`src/rtl/fcs_pkg.sv`:
```
package fcs_pkg;

  localparam logic [7:0]  ETH_HDR_LEN    = 8'd14;
  localparam logic [7:0]  IP_MIN_END     = 8'd34;
  localparam logic [7:0]  TCP_HDR_MIN    = 8'd4;
  localparam logic [6:0]  PORT_SCAN_FROM = 7'd16;
  localparam logic [15:0] ETHERTYPE_IPV4 = 16'h0800;
  localparam logic [7:0]  PROTO_TCP      = 8'd6;
  localparam logic [7:0]  PROTO_UDP      = 8'd17;
  localparam logic [3:0]  IP_VERSION4    = 4'd4;
  localparam logic [7:0]  IHL_MASK       = 8'h0F;
  localparam logic [15:0] MAC_SIG_RST    = 16'h3607;
  localparam logic [15:0] TCP_PORT_RST   = 16'd443;

  // byte offsets inside the frame
  localparam logic [6:0] POS_SRC2  = 7'd6;
  localparam logic [6:0] POS_SRC3  = 7'd7;
  localparam logic [6:0] POS_SRC4  = 7'd8;
  localparam logic [6:0] POS_SRC5  = 7'd9;
  localparam logic [6:0] POS_ETY_H = 7'd12;
  localparam logic [6:0] POS_ETY_L = 7'd13;
  localparam logic [6:0] POS_VIHL  = 7'd14;
  localparam logic [6:0] POS_PROTO = 7'd23;
  localparam logic [6:0] POS_MAX   = 7'd127;

  typedef enum logic [1:0] {
    CFG_MAC_SIG  = 2'd0,
    CFG_TCP_PORT = 2'd1,
    CFG_SOCKET   = 2'd2
  } cfg_idx_t;

  typedef enum logic [3:0] {
    RSN_REDIRECT  = 4'd0,
    RSN_SHORT_ETH = 4'd1,
    RSN_SIG       = 4'd2,
    RSN_ETHERTYPE = 4'd3,
    RSN_SHORT_IP  = 4'd4,
    RSN_VERSION   = 4'd5,
    RSN_PROTO     = 4'd6,
    RSN_SHORT_TCP = 4'd7,
    RSN_PORT      = 4'd8,
    RSN_NO_SOCKET = 4'd9
  } reason_t;

  typedef struct packed {
    logic [15:0] mac_signature;
    logic [15:0] tcp_port_match;
    logic        socket_bound;
  } cfg_t;

  typedef struct packed {
    logic [7:0]  sig_hi;
    logic [7:0]  sig_lo;
    logic [15:0] ether_type;
    logic [7:0]  version_ihl;
    logic [7:0]  ip_protocol;
    logic [15:0] l4_port;
  } hdr_t;

  typedef struct packed {
    logic total;
    logic tcp;
    logic udp;
    logic redir;
  } bump_t;

endpackage

```
`src/rtl/fcs_cfg_regs.sv`:
```
module fcs_cfg_regs import fcs_pkg::*; (
  input  logic        clk,
  input  logic        rst_n,
  input  logic        wr_en,
  input  logic [1:0]  wr_index,
  input  logic [15:0] wr_data,
  output cfg_t        cfg
);

  cfg_t cfg_r, cfg_nxt;

  always_comb begin
    cfg_nxt = cfg_r;
    if (wr_en) begin
      unique case (wr_index)
        CFG_MAC_SIG:  cfg_nxt.mac_signature  = wr_data;
        CFG_TCP_PORT: cfg_nxt.tcp_port_match = wr_data;
        CFG_SOCKET:   cfg_nxt.socket_bound   = wr_data[0];
        default: ;  // unmapped index, dropped
      endcase
    end
  end

  always_ff @(posedge clk) begin
    if (!rst_n) begin
      cfg_r.mac_signature  <= MAC_SIG_RST;
      cfg_r.tcp_port_match <= TCP_PORT_RST;
      cfg_r.socket_bound   <= 1'b0;
    end else begin
      cfg_r <= cfg_nxt;
    end
  end

  assign cfg = cfg_r;

endmodule

```
`src/rtl/fcs_capture.sv`:
```
module fcs_capture import fcs_pkg::*; (
  input  logic       clk,
  input  logic       rst_n,
  input  logic       step,
  input  logic [7:0] byte_i,
  input  logic       last_i,
  output logic [6:0] pos,
  output hdr_t       hdr_nxt
);

  hdr_t       hdr_r;
  logic [6:0] pos_r;
  logic [7:0] t_off;

  always_comb begin
    hdr_nxt = hdr_r;
    t_off   = ETH_HDR_LEN + ((hdr_r.version_ihl & IHL_MASK) << 2);
    unique case (pos_r)
      POS_SRC2:  hdr_nxt.sig_hi = byte_i;
      POS_SRC3:  hdr_nxt.sig_lo = byte_i;
      POS_SRC4:  hdr_nxt.sig_hi = hdr_r.sig_hi ^ byte_i;
      POS_SRC5:  hdr_nxt.sig_lo = hdr_r.sig_lo ^ byte_i;
      POS_ETY_H: hdr_nxt.ether_type = {byte_i, 8'h00};
      POS_ETY_L: hdr_nxt.ether_type = {hdr_r.ether_type[15:8], byte_i};
      POS_VIHL:  hdr_nxt.version_ihl = byte_i;
      POS_PROTO: hdr_nxt.ip_protocol = byte_i;
      default: ;
    endcase
    // port bytes sit at T+2/T+3; IHL comes from the stored header byte
    if (pos_r >= PORT_SCAN_FROM) begin
      if ({1'b0, pos_r} == t_off + 8'd2) begin
        hdr_nxt.l4_port = {byte_i, hdr_r.l4_port[7:0]};
      end else if ({1'b0, pos_r} == t_off + 8'd3) begin
        hdr_nxt.l4_port = {hdr_r.l4_port[15:8], byte_i};
      end
    end
  end

  always_ff @(posedge clk) begin
    if (!rst_n) begin
      hdr_r <= '0;
      pos_r <= '0;
    end else if (step) begin
      if (last_i) begin
        hdr_r <= '0;
        pos_r <= '0;
      end else begin
        hdr_r <= hdr_nxt;
        if (pos_r != POS_MAX) begin
          pos_r <= pos_r + 7'd1;
        end
      end
    end
  end

  assign pos = pos_r;

endmodule

```
`src/rtl/fcs_classify.sv`:
```
module fcs_classify import fcs_pkg::*; (
  input  logic [6:0] pos,
  input  hdr_t       hdr,
  input  cfg_t       cfg,
  output reason_t    reason
);

  logic [7:0] len;
  logic [7:0] t_off;

  always_comb begin
    len   = {1'b0, pos} + 8'd1;
    t_off = ETH_HDR_LEN + ((hdr.version_ihl & IHL_MASK) << 2);
    priority if (len < ETH_HDR_LEN) begin
      reason = RSN_SHORT_ETH;
    end else if ({hdr.sig_hi, hdr.sig_lo} != cfg.mac_signature) begin
      reason = RSN_SIG;
    end else if (hdr.ether_type != ETHERTYPE_IPV4) begin
      reason = RSN_ETHERTYPE;
    end else if (len < IP_MIN_END) begin
      reason = RSN_SHORT_IP;
    end else if (hdr.version_ihl[7:4] != IP_VERSION4) begin
      reason = RSN_VERSION;
    end else if (hdr.ip_protocol != PROTO_TCP && hdr.ip_protocol != PROTO_UDP) begin
      reason = RSN_PROTO;
    end else if (hdr.ip_protocol == PROTO_TCP && len < t_off + TCP_HDR_MIN) begin
      reason = RSN_SHORT_TCP;
    end else if (hdr.ip_protocol == PROTO_TCP && hdr.l4_port != cfg.tcp_port_match) begin
      reason = RSN_PORT;
    end else begin
      reason = RSN_REDIRECT;
    end
  end

endmodule

```
`src/rtl/fcs_stats.sv`:
```
module fcs_stats import fcs_pkg::*; #(
  parameter int COUNTER_BITS = 64
) (
  input  logic                    clk,
  input  logic                    rst_n,
  input  bump_t                   bump,
  output logic [COUNTER_BITS-1:0] total_nxt,
  output logic [COUNTER_BITS-1:0] tcp_nxt,
  output logic [COUNTER_BITS-1:0] udp_nxt,
  output logic [COUNTER_BITS-1:0] redir_nxt
);

  logic [COUNTER_BITS-1:0] total_r, tcp_r, udp_r, redir_r;

  // values after this frame's increments, wrapping at full width
  assign total_nxt = total_r + COUNTER_BITS'(bump.total);
  assign tcp_nxt   = tcp_r   + COUNTER_BITS'(bump.tcp);
  assign udp_nxt   = udp_r   + COUNTER_BITS'(bump.udp);
  assign redir_nxt = redir_r + COUNTER_BITS'(bump.redir);

  always_ff @(posedge clk) begin
    if (!rst_n) begin
      total_r <= '0;
      tcp_r   <= '0;
      udp_r   <= '0;
      redir_r <= '0;
    end else begin
      total_r <= total_nxt;
      tcp_r   <= tcp_nxt;
      udp_r   <= udp_nxt;
      redir_r <= redir_nxt;
    end
  end

endmodule

```
`src/rtl/frame_classify_steer.sv`:
```
// Byte-serial Ethernet frame classifier with a steering verdict.
// in_*  : one frame byte per request, in_tlast on the final byte.
// out_* : one verdict per frame, issued for the byte carrying in_tlast.
// cfg_* : register writes by index (0 MAC signature, 1 TCP port, 2 socket
//         bound); cfg_ready is always high, unmapped indexes are dropped.
// Each byte is registered on entry, then the header capture, the filter chain
// and the counter update run combinationally into the output register, so the
// verdict is registered there as the last byte leaves the entry register.
// Throughput is one byte per cycle, but a final byte waits in the entry
// register while the output register holds a verdict not yet taken.
// A stalled receiver holds the verdict in the output register while further
// non-final bytes keep flowing; a second final byte waits in the entry stage
// until the pending verdict is taken.
// Reset (rst_n low, synchronous) clears the byte position, captured header
// fields, all four counters and both stages, and reloads register defaults.
module frame_classify_steer import fcs_pkg::*; #(
  parameter int COUNTER_BITS = 64
) (
  input  logic                clk,
  input  logic                rst_n,
  input  logic                in_tvalid,
  output logic                in_tready,
  input  logic [7:0]          in_tdata,   // [7:0] frame_byte
  input  logic                in_tlast,   // last_byte
  output logic                out_tvalid,
  input  logic                out_tready,
  // [0] steer, [4:1] reason_code, then total_frames, tcp_frames, udp_frames,
  // redirected_frames at COUNTER_BITS each, zero padded to whole bytes
  output logic [((5 + 4 * COUNTER_BITS + 7) / 8) * 8 - 1:0] out_tdata,
  input  logic                cfg_valid,
  output logic                cfg_ready,
  input  logic [1:0]          cfg_index,
  input  logic [15:0]         cfg_data
);

  localparam int TDATA_W = ((5 + 4 * COUNTER_BITS + 7) / 8) * 8;
  localparam int CNT0_LO = 5;

  logic                s1_valid_r, s1_valid_nxt;
  logic [7:0]          s1_byte_r;
  logic                s1_last_r;
  logic                s1_adv;
  logic                out_valid_r, out_valid_nxt;
  logic [TDATA_W-1:0]  out_data_r, out_data_nxt;

  cfg_t                cfg;
  hdr_t                hdr_nxt;
  logic [6:0]          pos;
  reason_t             rsn_cls, rsn_fin;
  logic                pass;
  bump_t               bump;
  logic [COUNTER_BITS-1:0] total_nxt, tcp_nxt, udp_nxt, redir_nxt;

  assign cfg_ready = 1'b1;

  fcs_cfg_regs u_cfg (
    .clk      (clk),
    .rst_n    (rst_n),
    .wr_en    (cfg_valid),
    .wr_index (cfg_index),
    .wr_data  (cfg_data),
    .cfg      (cfg)
  );

  // a final byte moves on only when the output register is free
  assign s1_adv    = s1_valid_r && (!s1_last_r || !out_valid_r || out_tready);
  assign in_tready = !s1_valid_r || s1_adv;

  fcs_capture u_cap (
    .clk     (clk),
    .rst_n   (rst_n),
    .step    (s1_adv),
    .byte_i  (s1_byte_r),
    .last_i  (s1_last_r),
    .pos     (pos),
    .hdr_nxt (hdr_nxt)
  );

  fcs_classify u_cls (
    .pos    (pos),
    .hdr    (hdr_nxt),
    .cfg    (cfg),
    .reason (rsn_cls)
  );

  always_comb begin
    pass       = (rsn_cls == RSN_REDIRECT);
    bump.total = s1_adv && s1_last_r;
    bump.tcp   = bump.total && pass && (hdr_nxt.ip_protocol == PROTO_TCP);
    bump.udp   = bump.total && pass && (hdr_nxt.ip_protocol != PROTO_TCP);
    bump.redir = bump.total && pass && cfg.socket_bound;
    rsn_fin    = (pass && !cfg.socket_bound) ? RSN_NO_SOCKET : rsn_cls;
  end

  fcs_stats #(.COUNTER_BITS(COUNTER_BITS)) u_stats (
    .clk       (clk),
    .rst_n     (rst_n),
    .bump      (bump),
    .total_nxt (total_nxt),
    .tcp_nxt   (tcp_nxt),
    .udp_nxt   (udp_nxt),
    .redir_nxt (redir_nxt)
  );

  always_comb begin
    s1_valid_nxt = s1_valid_r;
    if (in_tready) begin
      s1_valid_nxt = in_tvalid;
    end

    out_valid_nxt = out_valid_r && !out_tready;
    out_data_nxt  = out_data_r;
    if (bump.total) begin
      out_valid_nxt = 1'b1;
      out_data_nxt  = '0;
      out_data_nxt[0]   = pass && cfg.socket_bound;
      out_data_nxt[4:1] = rsn_fin;
      out_data_nxt[CNT0_LO                    +: COUNTER_BITS] = total_nxt;
      out_data_nxt[CNT0_LO + COUNTER_BITS     +: COUNTER_BITS] = tcp_nxt;
      out_data_nxt[CNT0_LO + 2 * COUNTER_BITS +: COUNTER_BITS] = udp_nxt;
      out_data_nxt[CNT0_LO + 3 * COUNTER_BITS +: COUNTER_BITS] = redir_nxt;
    end
  end

  always_ff @(posedge clk) begin
    if (!rst_n) begin
      s1_valid_r  <= 1'b0;
      out_valid_r <= 1'b0;
    end else begin
      s1_valid_r  <= s1_valid_nxt;
      out_valid_r <= out_valid_nxt;
    end
  end

  always_ff @(posedge clk) begin
    if (in_tready) begin
      s1_byte_r <= in_tdata;
      s1_last_r <= in_tlast;
    end
    out_data_r <= out_data_nxt;
  end

  assign out_tvalid = out_valid_r;
  assign out_tdata  = out_data_r;

endmodule

```
`config.mk`:
```
export PLATFORM = sky130hd
export DESIGN_NAME = frame_classify_steer
export DESIGN_NICKNAME = d
export VERILOG_FILES = /design/src/rtl/fcs_pkg.sv /design/src/rtl/fcs_cfg_regs.sv /design/src/rtl/fcs_capture.sv /design/src/rtl/fcs_classify.sv /design/src/rtl/fcs_stats.sv /design/src/rtl/frame_classify_steer.sv
export SDC_FILE = /design/constraint.sdc
export NUM_CORES = 1
export LEC_CHECK = 0
export ABC_CLOCK_PERIOD_IN_PS = 21000
export BUFFER_PORTS_ARGS = -buffer_cell sky130_fd_sc_hd__buf_4
export CORE_ASPECT_RATIO = 1.25
export CORE_UTILIZATION = 35
export DETAILED_ROUTE_END_ITERATION = 12
export GPL_TIMING_DRIVEN = 0
export PLACE_DENSITY = 0.61
export SLEW_MARGIN = 10
export SYNTH_ARGS = -nofsm -noshare
export SYNTH_HDL_FRONTEND = slang
export SYNTH_SLANG_ARGS = --single-unit
```
`constraint.sdc`:
```
create_clock -name clk -period 21 [get_ports clk]
set_clock_uncertainty 0.15 [all_clocks]
set_input_delay 1.05 -clock clk [delete_from_list [all_inputs] [get_ports clk]]
set_output_delay 1.05 -clock clk [all_outputs]
set_load 0.05 [all_outputs]
```
==> impl_metrics.env <==
export IMPL_outcome="complete, no violations"
export IMPL_worst_ir_drop_vdd_mv=0.0450
export IMPL_ys_top_cells_by_area="edfxtp_1 31%, dfxtp_1 27%, and2_1 6.5%"
export IMPL_grtUsageTotal_pct=18.3
export IMPL_die_area_mm2=0.0767
export IMPL_drt_initial_drc_count=1237
export IMPL_required_ns=21.38
export IMPL_clock_power_share_pct=46.0
export IMPL_vias_per_cell=5.08
export IMPL_drc_errors=0
export IMPL_synth_compound_area_share_pct=6.81
export IMPL_root_buffer="clkbuf_16"
export IMPL_cap_violations=0
export IMPL_gpl_final_weighted_congestion=0.910
export IMPL_num_vias=19500
export IMPL_start_kind="register"
export IMPL_timing_hold_ws_ns=0.332
export IMPL_synth_xor_area_share_pct=9.27
export IMPL_muxShareOfSynthArea_pct=0.265
export IMPL_synth_cells=2432
export IMPL_crit_type="reg2reg"
export IMPL_hp_class="reg2reg"
export IMPL_wire_per_inst_um=18.6
export IMPL_fmax_mhz=111
export IMPL_seqPwrFrac_pct=50.6
export IMPL_post_cts_buffers=0
export IMPL_netlist_area_mm2=0.0265
export IMPL_cp_slowest_cell="nor4_1"
export IMPL_cts_hold_buf=0
export IMPL_io_buffers=293
export IMPL_synth_top_family_by_area="simple AND/OR/NAND/NOR gates"
export IMPL_maxSlewHeadroom_pct=32.1
export IMPL_min_period_over_period_pct=42.8
export IMPL_placed_area_mm2=0.0301
export IMPL_timing_critical_path_to_type="register"
export IMPL_pwr_share_comb_pct=3.4
export IMPL_p_leak_nw=12.7
export IMPL_antenna_found_initial=2
export IMPL_dr_pass1_iters=6
export IMPL_period_minus_slack_ns=8.99
export IMPL_synth_edf_count=270
export IMPL_io_pins=299
export IMPL_cts_buffers=66
export IMPL_grt_pass1_vias=19500
export IMPL_htreeDepth=3
export IMPL_slowest_delay_ns=0.87
export IMPL_final_cells=3825
export IMPL_grt_max_degree=36
export IMPL_crit_arrival_ns=9.37
export IMPL_tightest_slew_ns=1.02
export IMPL_finalNetCount=2859
export IMPL_synthAdderAreaFrac_pct=1.04
export IMPL_start_util_pct=35.4
export IMPL_totalWireLength_mm=71.3
export IMPL_synthFlopType="dfxtp_1"
export IMPL_clockBufferDepth=3
export IMPL_rows=112
export IMPL_insertion_delay_ns=0.59
export IMPL_multi_input_area_mm2=0.0105
export IMPL_dpl_hpwl_mm=54.0
export IMPL_synth_seq_area_share_pct=58.0
export IMPL_path_common_cell="ha_1"
export IMPL_clk_pin_slew_ns=0.06
export IMPL_cts_sinks=632
export IMPL_path_max_fanout=10
export IMPL_antenna_left=0
export IMPL_tritoncts="built"
export IMPL_die_w_um=248
export IMPL_switching_share_pct=21.5
export IMPL_rsz0062_at_grt="no"
export IMPL_setup_violations=0
export IMPL_regArea_mm2=0.0154
export IMPL_fp_dieH_um=309
export IMPL_postLayoutCellArea_mm2=0.0323
export IMPL_drv_slew=0
export IMPL_ctsResizeCount=0
export IMPL_syn_to_final_growth_pct=21.9
export IMPL_pre_cts_ws_ns=11.98
export IMPL_cellPowerDensity_mw_per_mm2=79.1
export IMPL_drive_gt1_share_pct=15.4
export IMPL_synth_area_per_cell_um2=10.9
export IMPL_n_fill_cell=7031
export IMPL_ys_ff_latch=632
export IMPL_core_mm2=0.0747
export IMPL_synth_top_cell_area_share_pct=30.6
export IMPL_grt_pass1_wl_mm=109
export IMPL_overflow=0
export IMPL_finalHoldViolations=0
export IMPL_setup_ws_ns=12.01
export IMPL_dp_cells=3706
export IMPL_ys_warn_count=0
export IMPL_switching_power_uw=549
export IMPL_synthArstFlopShare_pct=0
export IMPL_synth_largest_area_cell="edfxtp_1"
export IMPL_power_report_internal_total_mw=2.00
export IMPL_yosys_area_share_simple_pct=22.1
export IMPL_synth_distinct_cells=79
[worst paths after layout]
kind | start | endpoint | slack, ns | cells after the start
max | u_cap.pos[0] | u_stats.redir_r[61] | 12.01 | 31
min | u_cfg.cfg[3] | u_cfg.cfg[3] | 0.33 | 2
max reg2reg | u_cap.pos[0] | u_stats.redir_r[61] | 12.01 | 31
min reg2reg | u_cfg.cfg[3] | u_cfg.cfg[3] | 0.33 | 2
[cells in the mapped netlist, types with 5 or more instances]
cell / number
a211oi_1: 5
a21boi_0: 19
a21oi_1: 37
a22oi_1: 72
a31oi_1: 15
and2_1: 274
and3_1: 50
and4_1: 24
buf_2: 5
buf_4: 7
clkbuf_1: 82
dfxtp_1: 362
edfxtp_1: 270
ha_1: 22
inv_1: 63
mux2i_1: 7
nand2_1: 204
nand2b_1: 9
nand3_1: 124
nand4_1: 53
nor2_1: 125
nor2b_1: 67
nor3_1: 41
nor3b_1: 13
nor4_1: 22
o211ai_1: 9
o21ai_0: 47
o21ai_1: 5
o22ai_1: 12
or2_2: 7
or3_1: 10
or4_1: 5
xnor2_1: 177
xor2_1: 103
[worst max-delay path: cells and delay by family (launching register included)]
family | cells | cell delay, ns
fa+ha+maj | 4 | 1.17
simple gates | 12 | 4.22
compound gates | 8 | 1.53
buf+inv | 5 | 1.05
xor+xnor | 2 | 0.30
flops | 1 | 0.51
[per-stage QoR]
step                      total power [mW]  utilization (%)  setup TNS [ns]
after floorplan                       1.37                -               0
final                                 2.55             43.2               0
after global placement                1.41             40.0         -293.27
after global routing                  2.64             43.2               0
after detailed placement              1.40             40.3               0
after CTS                             2.58             43.2               0
[state kept, by name, indices dropped and copies added, names as in the netlist]
signal / count
u_stats.total_r: 64
s1_valid_r: 1
u_stats.redir_r: 64
u_cap.pos: 7
u_cfg.cfg: 33
s1_last_r: 1
out_tvalid: 1
u_stats.tcp_r: 64
out_tdata: 261
u_stats.udp_r: 64
s1_byte_r: 8
u_cap.hdr_r: 64
[layer usage]
layer	global-route usage (%)	wire (um)	vias up
met3	2.96	3610	173
met4	8.86	3110	2
li1	-	-	9268
met5	0	13	-
met2	32.4	35800	632
met1	21.3	28800	9375
[cell families after synthesis]
group	Yosys count
multiplexers	7
flip-flops	632
other	2
XOR/XNOR	280
AND/OR/NAND/NOR	1063
buffers and inverters	161
adder cells (fa/ha/maj)	22
AO/OA/AOI/OAI	265
[power groups by stage]
stage	logic (mW)	registers, mW	clock network [mW]
floorplan	0.0383	1.33	0
global placement	0.0821	1.33	0
detailed placement	0.0863	1.32	0
CTS	0.0866	1.29	1.21
global route	0.0922	1.29	1.25
finish	0.0862	1.29	1.17
[cells in the final DEF, fill, tap and decap left out, types with 15 or more instances in the layout]
cell,instances
and2_1,274
a31oi_1,15
and4_1,24
and3_1,50
nand2_1,204
o21ai_0,47
xnor2_1,177
nand4_1,53
nand3_1,124
edfxtp_1,270
clkbuf_1,102
ha_1,22
a22oi_1,72
clkbuf_16,69
nor2_1,124
inv_1,63
nor4_1,21
dfxtp_1,362
buf_4,300
nor3_1,41
nor2b_1,67
a21oi_1,37
xor2_1,103
a21boi_0,19
[final cells by class]
class	count	share of cell area, %
Antenna cell	1	0.00776
Buffer	97	1.25
Clock buffer	96	5.88
Clock inverter	22	0.865
Inverter	64	0.745
Multi-Input combinational cell	1642	32.5
Sequential cell	632	47.6
Tap cell	969	3.76
Timing Repair Buffer	302	7.38
Note: power is estimated with default switching activity, not from simulation.
